## config.mk

```make
export PLATFORM = sky130hd
export DESIGN_NAME = supply_vid_search_controller_core_flat
export DESIGN_NICKNAME = d
export VERILOG_FILES = /design/src/rtl/core/spvs_pkg.sv /design/src/rtl/core/spvs_req_if.sv /design/src/rtl/core/spvs_rsp_if.sv /design/src/rtl/core/spvs_datapath.sv /design/src/rtl/core/spvs_controller.sv /design/src/rtl/core/supply_vid_search_controller_core.sv /design/src/flat_wrapper.sv
export SDC_FILE = /design/constraint.sdc
export NUM_CORES = 1
export LEC_CHECK = 0
export ABC_AREA = 0
export BUFFER_PORTS_ARGS = -buffer_cell sky130_fd_sc_hd__buf_2
export CORE_ASPECT_RATIO = 0.75
export CORE_UTILIZATION = 30
export DETAILED_ROUTE_END_ITERATION = 10
export GPL_TIMING_DRIVEN = 0
export SLEW_MARGIN = 20
export SYNTH_ARGS = -nofsm -noshare
export SYNTH_HDL_FRONTEND = slang
export SYNTH_SLANG_ARGS = --single-unit
```

## constraint.sdc

```tcl
create_clock -name clock -period 12.3 [get_ports clock]
set_input_delay 1.23 -clock clock [delete_from_list [all_inputs] [get_ports clock]]
set_output_delay 1.23 -clock clock [all_outputs]
set_load 0.1 [all_outputs]
```

## src/rtl/core/spvs_pkg.sv

```systemverilog
// ----------------------------------------------------------------------------
// Supply VID search package
// Widths, codes and the helper function that the search core files share.
// ----------------------------------------------------------------------------
package spvs_pkg;

   localparam int VID_W     = 8;
   localparam int READING_W = 12;
   localparam int TARGET_W  = 20;
   localparam int CSR_IDX_W = 2;
   localparam int CSR_DAT_W = 20;
   localparam int SUM_W     = 18;
   localparam int COUNT_W   = 7;
   localparam int DIVISOR_W = 6;
   localparam int NUM_W     = SUM_W + 8;
   localparam int MEAN_W    = 21;
   localparam int ERR_W     = 22;
   localparam int EST_W     = 14;
   localparam int DIVCNT_W  = 5;

   localparam int MAX_CHIPS = 64;

   // Configuration register indexes.
   localparam logic [CSR_IDX_W-1:0] CSR_LAUNCH_VID = 2'd0;
   localparam logic [CSR_IDX_W-1:0] CSR_TARGET     = 2'd1;
   localparam logic [CSR_IDX_W-1:0] CSR_FLOOR      = 2'd2;
   localparam logic [CSR_IDX_W-1:0] CSR_CEILING    = 2'd3;

   // Request opcodes.
   localparam logic OP_START = 1'b0;
   localparam logic OP_READ  = 1'b1;

   // Search phases.
   localparam logic [1:0] PH_IDLE   = 2'd0;
   localparam logic [1:0] PH_FIRST  = 2'd1;
   localparam logic [1:0] PH_SETTLE = 2'd2;
   localparam logic [1:0] PH_STEP   = 2'd3;

   localparam logic [READING_W-1:0] MIN_SEED = 12'd1000;
   localparam logic signed [ERR_W-1:0] ERR_TOL = 22'sd2816;
   localparam logic [MEAN_W-1:0] MEAN_FLOOR = 21'd256;
   // floor(a / 3) == (a * 43691) >> 17 for every a below 2**16.
   localparam logic [15:0] RECIP3 = 16'd43691;
   localparam int RECIP3_SHIFT = 17;

   typedef struct packed {
      logic accept_start;
      logic accept_read;
      logic load_div;
      logic div_step;
      logic eval;
      logic est;
      logic decide;
   } spvs_cmd_type;

   typedef struct packed {
      logic phase_idle;
      logic div_last;
   } spvs_status_type;

   function automatic logic [VID_W-1:0] clamp_vid(input logic signed [EST_W-1:0] v,
                                                  input logic [VID_W-1:0] lo,
                                                  input logic [VID_W-1:0] hi);
      logic signed [EST_W-1:0] lo_s;
      logic signed [EST_W-1:0] hi_s;
      lo_s = $signed({{(EST_W-VID_W){1'b0}}, lo});
      hi_s = $signed({{(EST_W-VID_W){1'b0}}, hi});
      if (v > hi_s) begin
         return hi;
      end else if (v < lo_s) begin
         return lo;
      end
      return v[VID_W-1:0];
   endfunction

endpackage

```

## src/rtl/core/spvs_req_if.sv

```systemverilog
// ----------------------------------------------------------------------------
// Search request channel
// Valid/ready channel that carries start items and chip readings.
// ----------------------------------------------------------------------------
interface spvs_req_if;
   logic valid;
   logic ready;
   logic opcode;
   logic [spvs_pkg::READING_W-1:0] reading_mv;
   logic round_last;

   modport source(output valid, output opcode, output reading_mv, output round_last,
                  input ready);
   modport sink(input valid, input opcode, input reading_mv, input round_last,
                output ready);
endinterface

```

## src/rtl/core/spvs_rsp_if.sv

```systemverilog
// ----------------------------------------------------------------------------
// Search response channel
// Valid/ready channel that carries VID updates and search status.
// ----------------------------------------------------------------------------
interface spvs_rsp_if;
   logic valid;
   logic ready;
   logic [spvs_pkg::VID_W-1:0] vid_code;
   logic ramp_from_start;
   logic search_done;
   logic search_failed;

   modport source(output valid, output vid_code, output ramp_from_start,
                  output search_done, output search_failed, input ready);
   modport sink(input valid, input vid_code, input ramp_from_start,
                input search_done, input search_failed, output ready);
endinterface

```

## src/rtl/core/spvs_datapath.sv

```systemverilog
// ----------------------------------------------------------------------------
// Supply VID search datapath
// Round accumulators, serial mean divider, error and estimate arithmetic,
// search state and the response register.
// ----------------------------------------------------------------------------
module spvs_datapath import spvs_pkg::*; (
   input  logic                  clock,
   input  logic                  reset,
   input  logic                  csr_we,
   input  logic [CSR_IDX_W-1:0]  csr_index,
   input  logic [CSR_DAT_W-1:0]  csr_wdata,
   input  logic [READING_W-1:0]  reading_mv,
   input  spvs_cmd_type          cmd,
   output spvs_status_type       status,
   output logic [VID_W-1:0]      vid_code,
   output logic                  ramp_from_start,
   output logic                  search_done,
   output logic                  search_failed
);

   logic [VID_W-1:0]     launch_vid_ff;
   logic [TARGET_W-1:0]  target_ff;
   logic [VID_W-1:0]     floor_ff;
   logic [VID_W-1:0]     ceiling_ff;

   logic [1:0]              phase_ff, phase_in;
   logic [VID_W-1:0]        cur_vid_ff, cur_vid_in;
   logic signed [ERR_W-1:0] prev_err_ff, prev_err_in;
   logic [SUM_W-1:0]        sum_ff;
   logic [READING_W-1:0]    max_ff, min_ff;
   logic [COUNT_W-1:0]      count_ff, chip_pos_ff;

   logic [NUM_W-1:0]      quot_ff;
   logic [DIVISOR_W-1:0]  rem_ff, divisor_ff;
   logic [DIVCNT_W-1:0]   div_cnt_ff;

   logic [MEAN_W-1:0]        mean_ff;
   logic signed [ERR_W-1:0]  err_ff;
   logic [EST_W+16-1:0]      prod_ff;
   logic                     neg_ff;

   logic [VID_W-1:0] out_vid_in;
   logic             out_ramp_in, out_done_in, out_fail_in;

   // Configuration registers.
   always_ff @(posedge clock) begin
      if (reset) begin
         launch_vid_ff <= '0;
         target_ff     <= '0;
         floor_ff      <= '0;
         ceiling_ff    <= '1;
      end else if (csr_we) begin
         unique case (csr_index)
            CSR_LAUNCH_VID: launch_vid_ff <= csr_wdata[VID_W-1:0];
            CSR_TARGET:     target_ff     <= csr_wdata[TARGET_W-1:0];
            CSR_FLOOR:      floor_ff      <= csr_wdata[VID_W-1:0];
            CSR_CEILING:    ceiling_ff    <= csr_wdata[VID_W-1:0];
            default: ;
         endcase
      end
   end

   // Round accumulators.
   logic [NUM_W-1:0] num;
   logic             small_round;
   always_comb begin
      num = {sum_ff - {{(SUM_W-READING_W){1'b0}}, max_ff}
                    - {{(SUM_W-READING_W){1'b0}}, min_ff}, 8'd0};
      small_round = (count_ff <= COUNT_W'(2));
   end

   always_ff @(posedge clock) begin
      if (reset || cmd.accept_start || cmd.load_div) begin
         sum_ff      <= '0;
         max_ff      <= '0;
         min_ff      <= MIN_SEED;
         count_ff    <= '0;
         chip_pos_ff <= '0;
      end else if (cmd.accept_read && phase_ff != PH_IDLE
                   && chip_pos_ff < COUNT_W'(MAX_CHIPS)) begin
         chip_pos_ff <= chip_pos_ff + 1'b1;
         if (reading_mv != '0) begin
            sum_ff   <= sum_ff + {{(SUM_W-READING_W){1'b0}}, reading_mv};
            count_ff <= count_ff + 1'b1;
            if (reading_mv > max_ff) max_ff <= reading_mv;
            if (reading_mv < min_ff) min_ff <= reading_mv;
         end
      end
   end

   // Restoring divider: one quotient bit per cycle.
   logic [DIVISOR_W:0] rem_shift;
   logic               take;
   always_comb begin
      rem_shift = {rem_ff, quot_ff[NUM_W-1]};
      take      = rem_shift >= {1'b0, divisor_ff};
   end

   always_ff @(posedge clock) begin
      if (cmd.load_div) begin
         quot_ff    <= small_round ? '0 : num;
         divisor_ff <= small_round ? DIVISOR_W'(1) : DIVISOR_W'(count_ff - COUNT_W'(2));
         rem_ff     <= '0;
         div_cnt_ff <= '0;
      end else if (cmd.div_step) begin
         rem_ff     <= take ? DIVISOR_W'(rem_shift - {1'b0, divisor_ff})
                            : rem_shift[DIVISOR_W-1:0];
         quot_ff    <= {quot_ff[NUM_W-2:0], take};
         div_cnt_ff <= div_cnt_ff + 1'b1;
      end
   end

   // Error and estimate.
   logic signed [ERR_W:0] x;
   logic [ERR_W:0]        ax;
   always_comb begin
      x  = $signed({6'd0, launch_vid_ff, 9'd0} + {7'd0, launch_vid_ff, 8'd0})
           + $signed({err_ff[ERR_W-1], err_ff});
      ax = x[ERR_W] ? (ERR_W+1)'(-x) : x;
   end

   always_ff @(posedge clock) begin
      if (cmd.eval) begin
         mean_ff <= quot_ff[MEAN_W-1:0];
         err_ff  <= $signed({1'b0, quot_ff[MEAN_W-1:0]}) - $signed({2'b00, target_ff});
      end
      if (cmd.est) begin
         prod_ff <= ax[ERR_W-1:8] * RECIP3;
         neg_ff  <= x[ERR_W];
      end
   end

   // Search decision.
   logic [EST_W-1:0]        q;
   logic signed [EST_W-1:0] est_v, vid_s, step_v;
   logic [VID_W-1:0]        step_vid;
   always_comb begin
      q        = EST_W'(prod_ff >> RECIP3_SHIFT);
      est_v    = neg_ff ? -$signed(q) : $signed(q);
      vid_s    = $signed({{(EST_W-VID_W){1'b0}}, cur_vid_ff});
      step_v   = err_ff < 0 ? vid_s - EST_W'(1) : vid_s + EST_W'(1);
      step_vid = clamp_vid(step_v, floor_ff, ceiling_ff);

      phase_in    = phase_ff;
      cur_vid_in  = cur_vid_ff;
      prev_err_in = prev_err_ff;
      out_vid_in  = vid_code;
      out_ramp_in = 1'b0;
      out_done_in = 1'b0;
      out_fail_in = 1'b0;

      if (cmd.accept_start) begin
         phase_in    = PH_FIRST;
         cur_vid_in  = launch_vid_ff;
         prev_err_in = '0;
         out_vid_in  = launch_vid_ff;
      end else if (cmd.decide) begin
         // Default outcome is one VID step in the direction of the error.
         phase_in    = PH_STEP;
         prev_err_in = err_ff;
         cur_vid_in  = step_vid;
         out_vid_in  = step_vid;
         if (mean_ff < MEAN_FLOOR) begin
            phase_in    = PH_IDLE;
            prev_err_in = prev_err_ff;
            cur_vid_in  = '0;
            out_vid_in  = '0;
            out_fail_in = 1'b1;
         end else if (phase_ff == PH_FIRST && (err_ff >= ERR_TOL || err_ff <= -ERR_TOL)) begin
            phase_in    = PH_SETTLE;
            cur_vid_in  = clamp_vid(est_v, floor_ff, ceiling_ff);
            out_vid_in  = cur_vid_in;
            out_ramp_in = 1'b1;
         end else if (phase_ff == PH_STEP) begin
            if (prev_err_ff < 0) begin
               if (err_ff >= 0 || cur_vid_ff == floor_ff) begin
                  phase_in    = PH_IDLE;
                  prev_err_in = prev_err_ff;
                  cur_vid_in  = (-prev_err_ff < err_ff && cur_vid_ff != '1)
                                ? cur_vid_ff + 1'b1 : cur_vid_ff;
                  out_vid_in  = cur_vid_in;
                  out_done_in = 1'b1;
               end
            end else if (err_ff <= 0 || cur_vid_ff == ceiling_ff) begin
               phase_in    = PH_IDLE;
               prev_err_in = prev_err_ff;
               cur_vid_in  = (prev_err_ff < -err_ff && cur_vid_ff != '0)
                             ? cur_vid_ff - 1'b1 : cur_vid_ff;
               out_vid_in  = cur_vid_in;
               out_done_in = 1'b1;
            end
         end
      end
   end

   always_ff @(posedge clock) begin
      if (reset) begin
         phase_ff    <= PH_IDLE;
         cur_vid_ff  <= '0;
         prev_err_ff <= '0;
      end else begin
         phase_ff    <= phase_in;
         cur_vid_ff  <= cur_vid_in;
         prev_err_ff <= prev_err_in;
      end
   end

   // Response register, loaded only when a result is produced.
   always_ff @(posedge clock) begin
      if (cmd.accept_start || cmd.decide) begin
         vid_code        <= out_vid_in;
         ramp_from_start <= out_ramp_in;
         search_done     <= out_done_in;
         search_failed   <= out_fail_in;
      end
   end

   always_comb begin
      status.phase_idle = (phase_ff == PH_IDLE);
      status.div_last   = (div_cnt_ff == DIVCNT_W'(NUM_W - 1));
   end

endmodule

```

## src/rtl/core/spvs_controller.sv

```systemverilog
// ----------------------------------------------------------------------------
// Supply VID search controller
// Sequences accept, divide, evaluate and decide steps and owns both
// handshakes.
// ----------------------------------------------------------------------------
module spvs_controller import spvs_pkg::*; (
   input  logic            clock,
   input  logic            reset,
   input  logic            req_valid,
   input  logic            req_opcode,
   input  logic            req_round_last,
   output logic            req_ready,
   output logic            rsp_valid,
   input  logic            rsp_ready,
   input  spvs_status_type status,
   output spvs_cmd_type    cmd
);

   localparam logic [2:0] S_ACCEPT = 3'd0;
   localparam logic [2:0] S_LOAD   = 3'd1;
   localparam logic [2:0] S_DIV    = 3'd2;
   localparam logic [2:0] S_EVAL   = 3'd3;
   localparam logic [2:0] S_EST    = 3'd4;
   localparam logic [2:0] S_DECIDE = 3'd5;

   logic [2:0] state_ff, state_in;
   logic       rsp_valid_ff, rsp_valid_in;
   logic       slot_free, xfer;

   always_comb begin
      slot_free = !rsp_valid_ff || rsp_ready;
      req_ready = (state_ff == S_ACCEPT) && (req_opcode == OP_READ || slot_free);
      xfer      = req_valid && req_ready;

      cmd              = '0;
      cmd.accept_start = xfer && req_opcode == OP_START;
      cmd.accept_read  = xfer && req_opcode == OP_READ;
      cmd.load_div     = state_ff == S_LOAD;
      cmd.div_step     = state_ff == S_DIV;
      cmd.eval         = state_ff == S_EVAL;
      cmd.est          = state_ff == S_EST;
      cmd.decide       = state_ff == S_DECIDE && slot_free;

      state_in = state_ff;
      unique case (state_ff)
         S_ACCEPT: if (cmd.accept_read && req_round_last && !status.phase_idle) begin
            state_in = S_LOAD;
         end
         S_LOAD:   state_in = S_DIV;
         S_DIV:    if (status.div_last) begin
            state_in = S_EVAL;
         end
         S_EVAL:   state_in = S_EST;
         S_EST:    state_in = S_DECIDE;
         S_DECIDE: if (slot_free) begin
            state_in = S_ACCEPT;
         end
         default:  state_in = S_ACCEPT;
      endcase

      rsp_valid_in = (rsp_valid_ff && !rsp_ready) || cmd.accept_start || cmd.decide;
      rsp_valid    = rsp_valid_ff;
   end

   always_ff @(posedge clock) begin
      if (reset) begin
         state_ff     <= S_ACCEPT;
         rsp_valid_ff <= 1'b0;
      end else begin
         state_ff     <= state_in;
         rsp_valid_ff <= rsp_valid_in;
      end
   end

endmodule

```

## src/rtl/core/supply_vid_search_controller_core.sv

```systemverilog
// ----------------------------------------------------------------------------
// Supply VID search controller core
// Searches for the supply VID code that brings the trimmed mean chip
// voltage to a programmed target.
// ----------------------------------------------------------------------------
// Usage: write the launch VID, target_voltage, vid_floor and vid_ceiling
// through the csr_ port while the block is idle. A start transfer on the
// request channel returns one response carrying the launch VID in the next
// cycle. Each reading transfer adds one chip reading to the current round;
// the reading flagged round_last closes the round and yields one response.
// Readings while no search runs are accepted and dropped.
// A round end passes through a load step, the bit-serial mean divider (one
// quotient bit per cycle), the error, the estimate multiply and the
// decision. Readings inside a round are taken every cycle. The response
// sits in an output register; while it waits, readings are still accepted,
// and only a start item or a finished round decision waits for the
// receiver to take it. Synchronous reset returns the registers to their
// reset values and leaves the block idle with no response pending.
// ----------------------------------------------------------------------------
module supply_vid_search_controller_core import spvs_pkg::*; (
   input  logic                  clock,
   input  logic                  reset,
   spvs_req_if.sink              req_chan,
   spvs_rsp_if.source            rsp_chan,
   input  logic                  csr_we,
   input  logic [CSR_IDX_W-1:0]  csr_index,
   input  logic [CSR_DAT_W-1:0]  csr_wdata
);

   spvs_cmd_type    cmd;
   spvs_status_type status;

   // The controller owns both handshakes and the step sequence.
   spvs_controller u_ctrl (
      .clock          (clock),
      .reset          (reset),
      .req_valid      (req_chan.valid),
      .req_opcode     (req_chan.opcode),
      .req_round_last (req_chan.round_last),
      .req_ready      (req_chan.ready),
      .rsp_valid      (rsp_chan.valid),
      .rsp_ready      (rsp_chan.ready),
      .status         (status),
      .cmd            (cmd)
   );

   // The datapath holds the search state, the divider and the response.
   spvs_datapath u_dp (
      .clock           (clock),
      .reset           (reset),
      .csr_we          (csr_we),
      .csr_index       (csr_index),
      .csr_wdata       (csr_wdata),
      .reading_mv      (req_chan.reading_mv),
      .cmd             (cmd),
      .status          (status),
      .vid_code        (rsp_chan.vid_code),
      .ramp_from_start (rsp_chan.ramp_from_start),
      .search_done     (rsp_chan.search_done),
      .search_failed   (rsp_chan.search_failed)
   );

   // A failed search always reports VID zero.
   a_fail_vid_zero: assert property (@(posedge clock) disable iff (reset)
      rsp_chan.valid && rsp_chan.search_failed |-> rsp_chan.vid_code == '0)
      else $error("failed search reported a nonzero VID");

   // Ramp, done and failed are mutually exclusive.
   a_flags_excl: assert property (@(posedge clock) disable iff (reset)
      rsp_chan.valid |-> $onehot0({rsp_chan.ramp_from_start, rsp_chan.search_done,
                                   rsp_chan.search_failed}))
      else $error("response carries more than one status flag");

   // No request is taken while the divider runs.
   a_no_accept_in_div: assert property (@(posedge clock) disable iff (reset)
      cmd.div_step |-> !req_chan.ready)
      else $error("request accepted during mean division");

   // A start transfer produces a response in the next cycle.
   a_start_rsp: assert property (@(posedge clock) disable iff (reset)
      cmd.accept_start |=> rsp_chan.valid)
      else $error("start transfer produced no response");

endmodule

```

## src/flat_wrapper.sv

```systemverilog
// flat-port wrapper written by rule: the top's interface ports become plain ports
module supply_vid_search_controller_core_flat import spvs_pkg::*;
  (clock, reset, csr_we, csr_index, csr_wdata, req_chan_valid, req_chan_opcode, req_chan_reading_mv, req_chan_round_last, req_chan_ready, rsp_chan_valid, rsp_chan_vid_code, rsp_chan_ramp_from_start, rsp_chan_search_done, rsp_chan_search_failed, rsp_chan_ready);
  spvs_req_if req_chan_i ();
  spvs_rsp_if rsp_chan_i ();
  input  logic clock;
  input  logic reset;
  input  logic csr_we;
  input  logic [CSR_IDX_W-1:0] csr_index;
  input  logic [CSR_DAT_W-1:0] csr_wdata;
  input wire logic [$bits(req_chan_i.valid)-1:0] req_chan_valid;
  input wire logic [$bits(req_chan_i.opcode)-1:0] req_chan_opcode;
  input wire logic [$bits(req_chan_i.reading_mv)-1:0] req_chan_reading_mv;
  input wire logic [$bits(req_chan_i.round_last)-1:0] req_chan_round_last;
  output wire logic [$bits(req_chan_i.ready)-1:0] req_chan_ready;
  output wire logic [$bits(rsp_chan_i.valid)-1:0] rsp_chan_valid;
  output wire logic [$bits(rsp_chan_i.vid_code)-1:0] rsp_chan_vid_code;
  output wire logic [$bits(rsp_chan_i.ramp_from_start)-1:0] rsp_chan_ramp_from_start;
  output wire logic [$bits(rsp_chan_i.search_done)-1:0] rsp_chan_search_done;
  output wire logic [$bits(rsp_chan_i.search_failed)-1:0] rsp_chan_search_failed;
  input wire logic [$bits(rsp_chan_i.ready)-1:0] rsp_chan_ready;
  assign req_chan_i.valid = req_chan_valid;
  assign req_chan_i.opcode = req_chan_opcode;
  assign req_chan_i.reading_mv = req_chan_reading_mv;
  assign req_chan_i.round_last = req_chan_round_last;
  assign req_chan_ready = req_chan_i.ready;
  assign rsp_chan_valid = rsp_chan_i.valid;
  assign rsp_chan_vid_code = rsp_chan_i.vid_code;
  assign rsp_chan_ramp_from_start = rsp_chan_i.ramp_from_start;
  assign rsp_chan_search_done = rsp_chan_i.search_done;
  assign rsp_chan_search_failed = rsp_chan_i.search_failed;
  assign rsp_chan_i.ready = rsp_chan_ready;
  supply_vid_search_controller_core u_core (.clock(clock), .reset(reset), .req_chan(req_chan_i), .rsp_chan(rsp_chan_i), .csr_we(csr_we), .csr_index(csr_index), .csr_wdata(csr_wdata));
endmodule
```

==> impl_metrics.ini, run 1 <==
[worst_setup_path]
critPathSlowestCell = fa_1
startpoint_type = flip-flop
r2r_cells = 40
r2r_start = u_core.u_dp.launch_vid_ff[1]
cp.arrival_ns = 9.72
rrSetupSlack_ns = 2.90
crit_top_cell = inv_1
worstPathMaxFanout = 4
cp_slowest_stage_delay_ns = 0.54
rr_endpoint = u_core.u_dp.prod_ff[29]
end_kind = flip-flop
critPathKind = flip-flop to flip-flop
required_ns = 12.62

[placed_design]
placed_cell_area_um2 = 21900
io_buffers = 53
dp_worst_setup_slack_ns = 2.90
dp_hpwl_mm = 45.0
gp_congestion = 0.970
dp.cells = 3278

[final_layout]
fill_cells = 6967
finalNonFillerCells = 3325
final_core_util = 0.338
final_cell_mix = ha_1 (280), inv_1 (262), nand2_1 (214)
fin_nets = 2815
synthToLayoutAreaGrowth_pct = 10.8
drive_above_1_share = 0.0598
layout_commonest_cell = ha_1
seq_area_um2 = 5710
fin_area_um2 = 22700
multi_input_area_um2 = 13600

[power]
power_frac_comb = 0.517
leakage_nw = 9.78
seq_power_share = 0.266
clock_power_share = 0.217
p_switching_mw = 1.44
total_power_mw = 3.52
ir_drop_mv = 0.150
p_sw_frac = 0.407
p_int_mw = 2.09
powerDensity_nw_per_um2 = 155

[logic_synthesis]
synth_top_area_cell = ha_1
yosys_warnings = 0
synth_xor_area_frac = 0.0750
syn_inst = 2342
async_reset_ff_frac = 0
synthTopCellsByArea = ha_1 (17%), dfxtp_1 (14%), edfxtp_1 (13%), fa_1 (6.9%), xnor2_1 (5.2%)
syn_nets = 2734
ys_types = 86
yosys.area_share.adder = 0.240
synthDominantCellAreaShare = 0.171
ys_seq_elements = 239
yosys.area_share.simple = 0.163
syn_avg_cell_area_um2 = 8.77
synth_top_family_by_area = adder cells
seq_area_frac_synth = 0.278
muxShareOfSynthArea = 0.0214
synthFlopType = dfxtp_1
synthesis.area_um2 = 20500
synth-compound-area-share = 0.160
synth_edf_count = 92

[clock_tree]
cts.path.max_buffers = 3
htree_levels = 1
clk_pin_slew_ns = 0.07
insertion_delay_ns = 0.57
cts_buffers = 25
post_cts_resized = 0
post_cts_buffers = 0
clock-sinks = 239
postCtsHoldBufs = 0
cts_tree = built
clock_tree.root_cell = clkbuf_16

[die]
die_area_um2 = 69500
ios = 54
fp.coreArea_um2 = 67200
die_h_um = 229
die_w_um = 304
core.rowCount = 82
start_util = 0.306

[routing]
vias = 16696
routed.top_layer = met5
wl_met3_mm = 5.02
wl_met2_mm = 21.6
wl_per_cell_um = 16.9
ant_nets = 0
drt_pass1_iterations = 5
routed_wl_mm = 56.3
drc_errors = 0
drtIter0Drc = 1331
vias_per_cell = 5.02
wl_met1_mm = 28.7

[sta]
fmax_ghz = 0.106
setup_viol = 0
tns_ns = 0
skew_ns = 0.0164
rsz0062_at_grt = false
timing_hold_violations_final = 0
drv_slew = 0
fin_ws_ns = 2.90
tightest_slew_ns = 1.09
finalCritPeriodShare = 0.764
max_slew_margin = 0.276
fin_crit_ns = 9.40
hold_ws_ns = 0.457

[global_routing]
grt_start_max_net_pins = 28
grt-ovfl-total = 0
grtUsageTotal = 0.159
grt_pass1_vias = 15441
grt_pass1_wl_mm = 88.6
antenna_found_initial = 3

[worst_hold_path]
min-delay-start = u_core.u_dp.target_ff[16]
worstHoldPathType = flip-flop to flip-flop
hold_depth = 2
hold_end = u_core.u_dp.target_ff[16]

[job]
maxCapViolCount = 0

[run_status]
status = finished clean
flip-flops by register name (all words and copies together) (netlist names), 8 cells and up:
| signal | count |
|---|---|
| u_core.u_dp.ceiling_ff | 8 |
| u_core.u_dp.target_ff | 20 |
| u_core.u_dp.mean_ff | 13 |
| u_core.u_dp.err_ff | 22 |
| u_core.u_dp.cur_vid_ff | 8 |
| u_core.u_dp.launch_vid_ff | 8 |
| u_core.u_dp.quot_ff | 26 |
| u_core.u_dp.vid_code | 8 |
| u_core.u_dp.max_ff | 12 |
| u_core.u_dp.sum_ff | 18 |
| u_core.u_dp.prev_err_ff | 22 |
| u_core.u_dp.prod_ff | 13 |
| u_core.u_dp.floor_ff | 8 |
| u_core.u_dp.min_ff | 12 |
worst max-delay path, delay by kind of cell, from the launching register on:
kind	cells	cell delay [ns]
buf+inv	6	0.37
fa+ha+maj	9	3.59
xor+xnor	2	0.31
compound gates	10	1.75
simple gates	13	2.63
flops	1	0.45
metal layers:
metal  vias to the layer above  track usage
met5                         -            0
met4                         2       0.0252
met3                        61       0.0456
met2                       469        0.219
met1                      7807        0.244
li1                       8357            -
worst max path at each step:
stage	startpoint	to	slack, ns	depth (start not counted)
6_report	u_core.u_dp.launch_vid_ff[1]	u_core.u_dp.prod_ff[29]	2.90	40
5_1_grt	u_core.u_dp.launch_vid_ff[1]	u_core.u_dp.prod_ff[29]	2.09	39
4_1_cts	u_core.u_dp.launch_vid_ff[1]	u_core.u_dp.prod_ff[29]	2.89	39
3_5_place_dp	u_core.u_dp.launch_vid_ff[1]	u_core.u_dp.prod_ff[29]	2.90	39
3_3_place_gp	u_core.u_dp.launch_vid_ff[1]	u_core.u_dp.prod_ff[29]	2.97	39
2_1_floorplan	u_core.u_dp.launch_vid_ff[1]	u_core.u_dp.prod_ff[29]	3.65	40
synthesized netlist by cell type (46+ instances only):
cell	number
xor2_1	51
fa_1	71
nand2_1	214
nor3_1	51
a21oi_1	167
clkbuf_1	53
dfxtp_1	147
a21o_1	55
nand3_1	46
nor2_1	194
ha_1	280
xnor2_1	123
edfxtp_1	92
inv_1	263
o21ai_0	75
area by class of cell:
type	count	share of cell area
Inverter	264	0.0436
Antenna cell	1	0.000110
Multi-Input combinational cell	1768	0.596
Buffer	71	0.0128
Clock buffer	38	0.0327
Tap cell	882	0.0485
Clock inverter	8	0.00270
Timing Repair Buffer	54	0.0125
Sequential cell	239	0.251
logic make-up (layout without fill, tap and decap cells):
| logic type | after synthesis | count (layout) |
|---|---|---|
| buffers and inverters | 335 | 435 |
| adders and majority gates | 351 | 351 |
| DFF | 239 | 239 |
| AOI/OAI and AO/OA | 502 | 502 |
| other | 0 | 1 |
| and+or+nand+nor | 696 | 696 |
| xor gates and xnor gates | 175 | 175 |
| muxes | 44 | 44 |
power groups by stage:
stage	clock network, mW	registers, mW	logic, mW
2_1_floorplan	0	0.973	1.35
3_3_place_gp	0	0.954	1.79
3_5_place_dp	0	0.954	1.81
4_1_cts	0.783	0.937	1.83
5_1_grt	0.818	0.940	2.09
6_report	0.765	0.937	1.82
(Power assumes the default switching activity.)
==> run 2: changes to the inputs <==
clock period = 8.09 ns   (was 12.3 ns; I/O delays follow)
==> impl_metrics.ini, run 2 (synthesis results as in run 1) <==
[run_status]
status = finished, violations left
violations = setup timing

[die]
die_w_um = 304
ios = 54
die_h_um = 229
core.rowCount = 82
fp.coreArea_um2 = 67200
die_area_um2 = 69500
start_util = 0.306

[sta]
tightest_slew_ns = 1.11
drv_slew = 0
fmax_ghz = 0.118
max_slew_margin = 0.260
fin_ws_ns = -0.413
rsz0062_at_grt = true
timing_hold_violations_final = 0
skew_ns = 0.0152
fin_crit_ns = 8.50
finalCritPeriodShare = 1.05
hold_ws_ns = 0.459
setup_viol = 13

[global_routing]
grt-ovfl-total = 0
grt_pass1_wl_mm = 89.7
grt_start_max_net_pins = 28
grtUsageTotal = 0.160
grt_pass1_vias = 15949
antenna_found_initial = 7

[worst_setup_path]
crit_top_cell = fa_1
crit_family = adder cells
required_ns = 8.39
startpoint_type = flip-flop
cp_slowest_stage_delay_ns = 0.54
critPathSlowestCell = or4_4
end_kind = flip-flop
cp.buffers_inverters = 7
cp.arrival_ns = 8.80
worstPathMaxFanout = 4
critPathKind = flip-flop to flip-flop

[clock_tree]
cts_tree = built
htree_levels = 1
cts_buffers = 28
clock-sinks = 239
insertion_delay_ns = 0.55
clk_pin_slew_ns = 0.06
clock_tree.root_cell = clkbuf_16
cts.path.max_buffers = 3

[final_layout]
synthToLayoutAreaGrowth_pct = 16.6
largestRegisters = u_core.u_dp.quot_ff (26), u_core.u_dp.err_ff (22), u_core.u_dp.prev_err_ff (22)
regMostFlops = u_core.u_dp.quot_ff
fin_nets = 2862
final_core_util = 0.356
drive_above_1_share = 0.116
largest_reg_flops = 26
final_cell_mix = ha_1 (264), inv_1 (254), nand2_1 (212)
layout_commonest_cell = ha_1

[worst_hold_path]
worstHoldPathType = flip-flop to flip-flop

[placed_design]
gp_congestion = 0.968
dp_hpwl_mm = 45.2
dp_worst_setup_slack_ns = -0.915
io_buffers = 53

[power]
p_sw_frac = 0.403
p_int_mw = 3.69
p_switching_mw = 2.49
power_frac_comb = 0.558
total_power_mw = 6.17
ir_drop_mv = 0.412
powerDensity_nw_per_um2 = 258
clock_power_share = 0.212
seq_power_share = 0.230
leakage_nw = 10.2

[job]
maxCapViolCount = 0

[routing]
wl_per_cell_um = 16.9
drc_errors = 0
drt_pass1_iterations = 5
vias = 16976
vias_per_cell = 5.03
routed_wl_mm = 57.2
drtIter0Drc = 1257
ant_nets = 0
## run 2: cell count changes in the layout (fill, tap and decap cells not counted), sizes merged
cell / before / now
clkinv: 5 / 6
buf: 72 / 116
clkbuf: 91 / 93
bufinv: 0 / 1
clkinvlp: 1 / 3
## run 2: final timing paths
check / end / cells after the start / from / slack (ns)
min: u_core.u_dp.target_ff[18] / 2 / u_core.u_dp.target_ff[18] / 0.46
max: u_core.u_dp.prod_ff[29] / 41 / u_core.u_dp.launch_vid_ff[2] / -0.41
min reg2reg: u_core.u_dp.target_ff[18] / 2 / u_core.u_dp.target_ff[18] / 0.46
max reg2reg: u_core.u_dp.prod_ff[29] / 41 / u_core.u_dp.launch_vid_ff[2] / -0.41
## run 2: what timing repair did
item / in CTS / in global routing
setup buffers: 34 / 10
hold buffers: 0 / 0
gates resized for setup: 68 / 47
pin swaps: 53 / 26
endpoints found under the setup margin: 13 / 13
cloned: 0 / 0
## run 2: cell type report
type	count	area (um^2)
inverter	264	993
fill	6831	43300
buffer	71	290
sequential	239	5720
multi-input combinational	1768	14200
clock inverter	12	100
antenna	1	2.50
clock buffer	40	870
tap	882	1100
timing repair buffer	98	643
## run 2: per-layer routing
| metal | vias up | track usage | part of all wire |
|---|---|---|---|
| li1 | 8454 | - | - |
| met1 | 7927 | 0.254 | 0.52 |
| met2 | 482 | 0.214 | 0.38 |
| met3 | 101 | 0.0351 | 0.077 |
| met4 | 12 | 0.0376 | 0.024 |
| met5 | - | 0 | 0.0013 |
## run 2: metrics by stage
step | cells | area [um^2] | TNS, ns
finish | 3375 | 23900 | -3.65
global placement | 3277 | 22000 | -10.33
detailed placement | 3278 | 22000 | -9.82
floorplan | 2342 | 20600 | -0.0992
CTS | 3364 | 23600 | -3.52
global route | 3374 | 23900 | -8.29
## run 2: tightest hold or removal path, stage by stage (launching register included)
cell	delay (ns)
dfxtp_1	0.31
nand2_1	0.05
a21oi_1	0.05
## run 2: power groups by stage
stage / Combinational, mW / Clock, mW / Sequential [mW]
global placement: 2.87 / 0 / 1.45
floorplan: 2.17 / 0 / 1.48
finish: 3.44 / 1.31 / 1.42
global route: 3.86 / 1.39 / 1.43
detailed placement: 2.87 / 0 / 1.45
CTS: 3.14 / 1.34 / 1.42
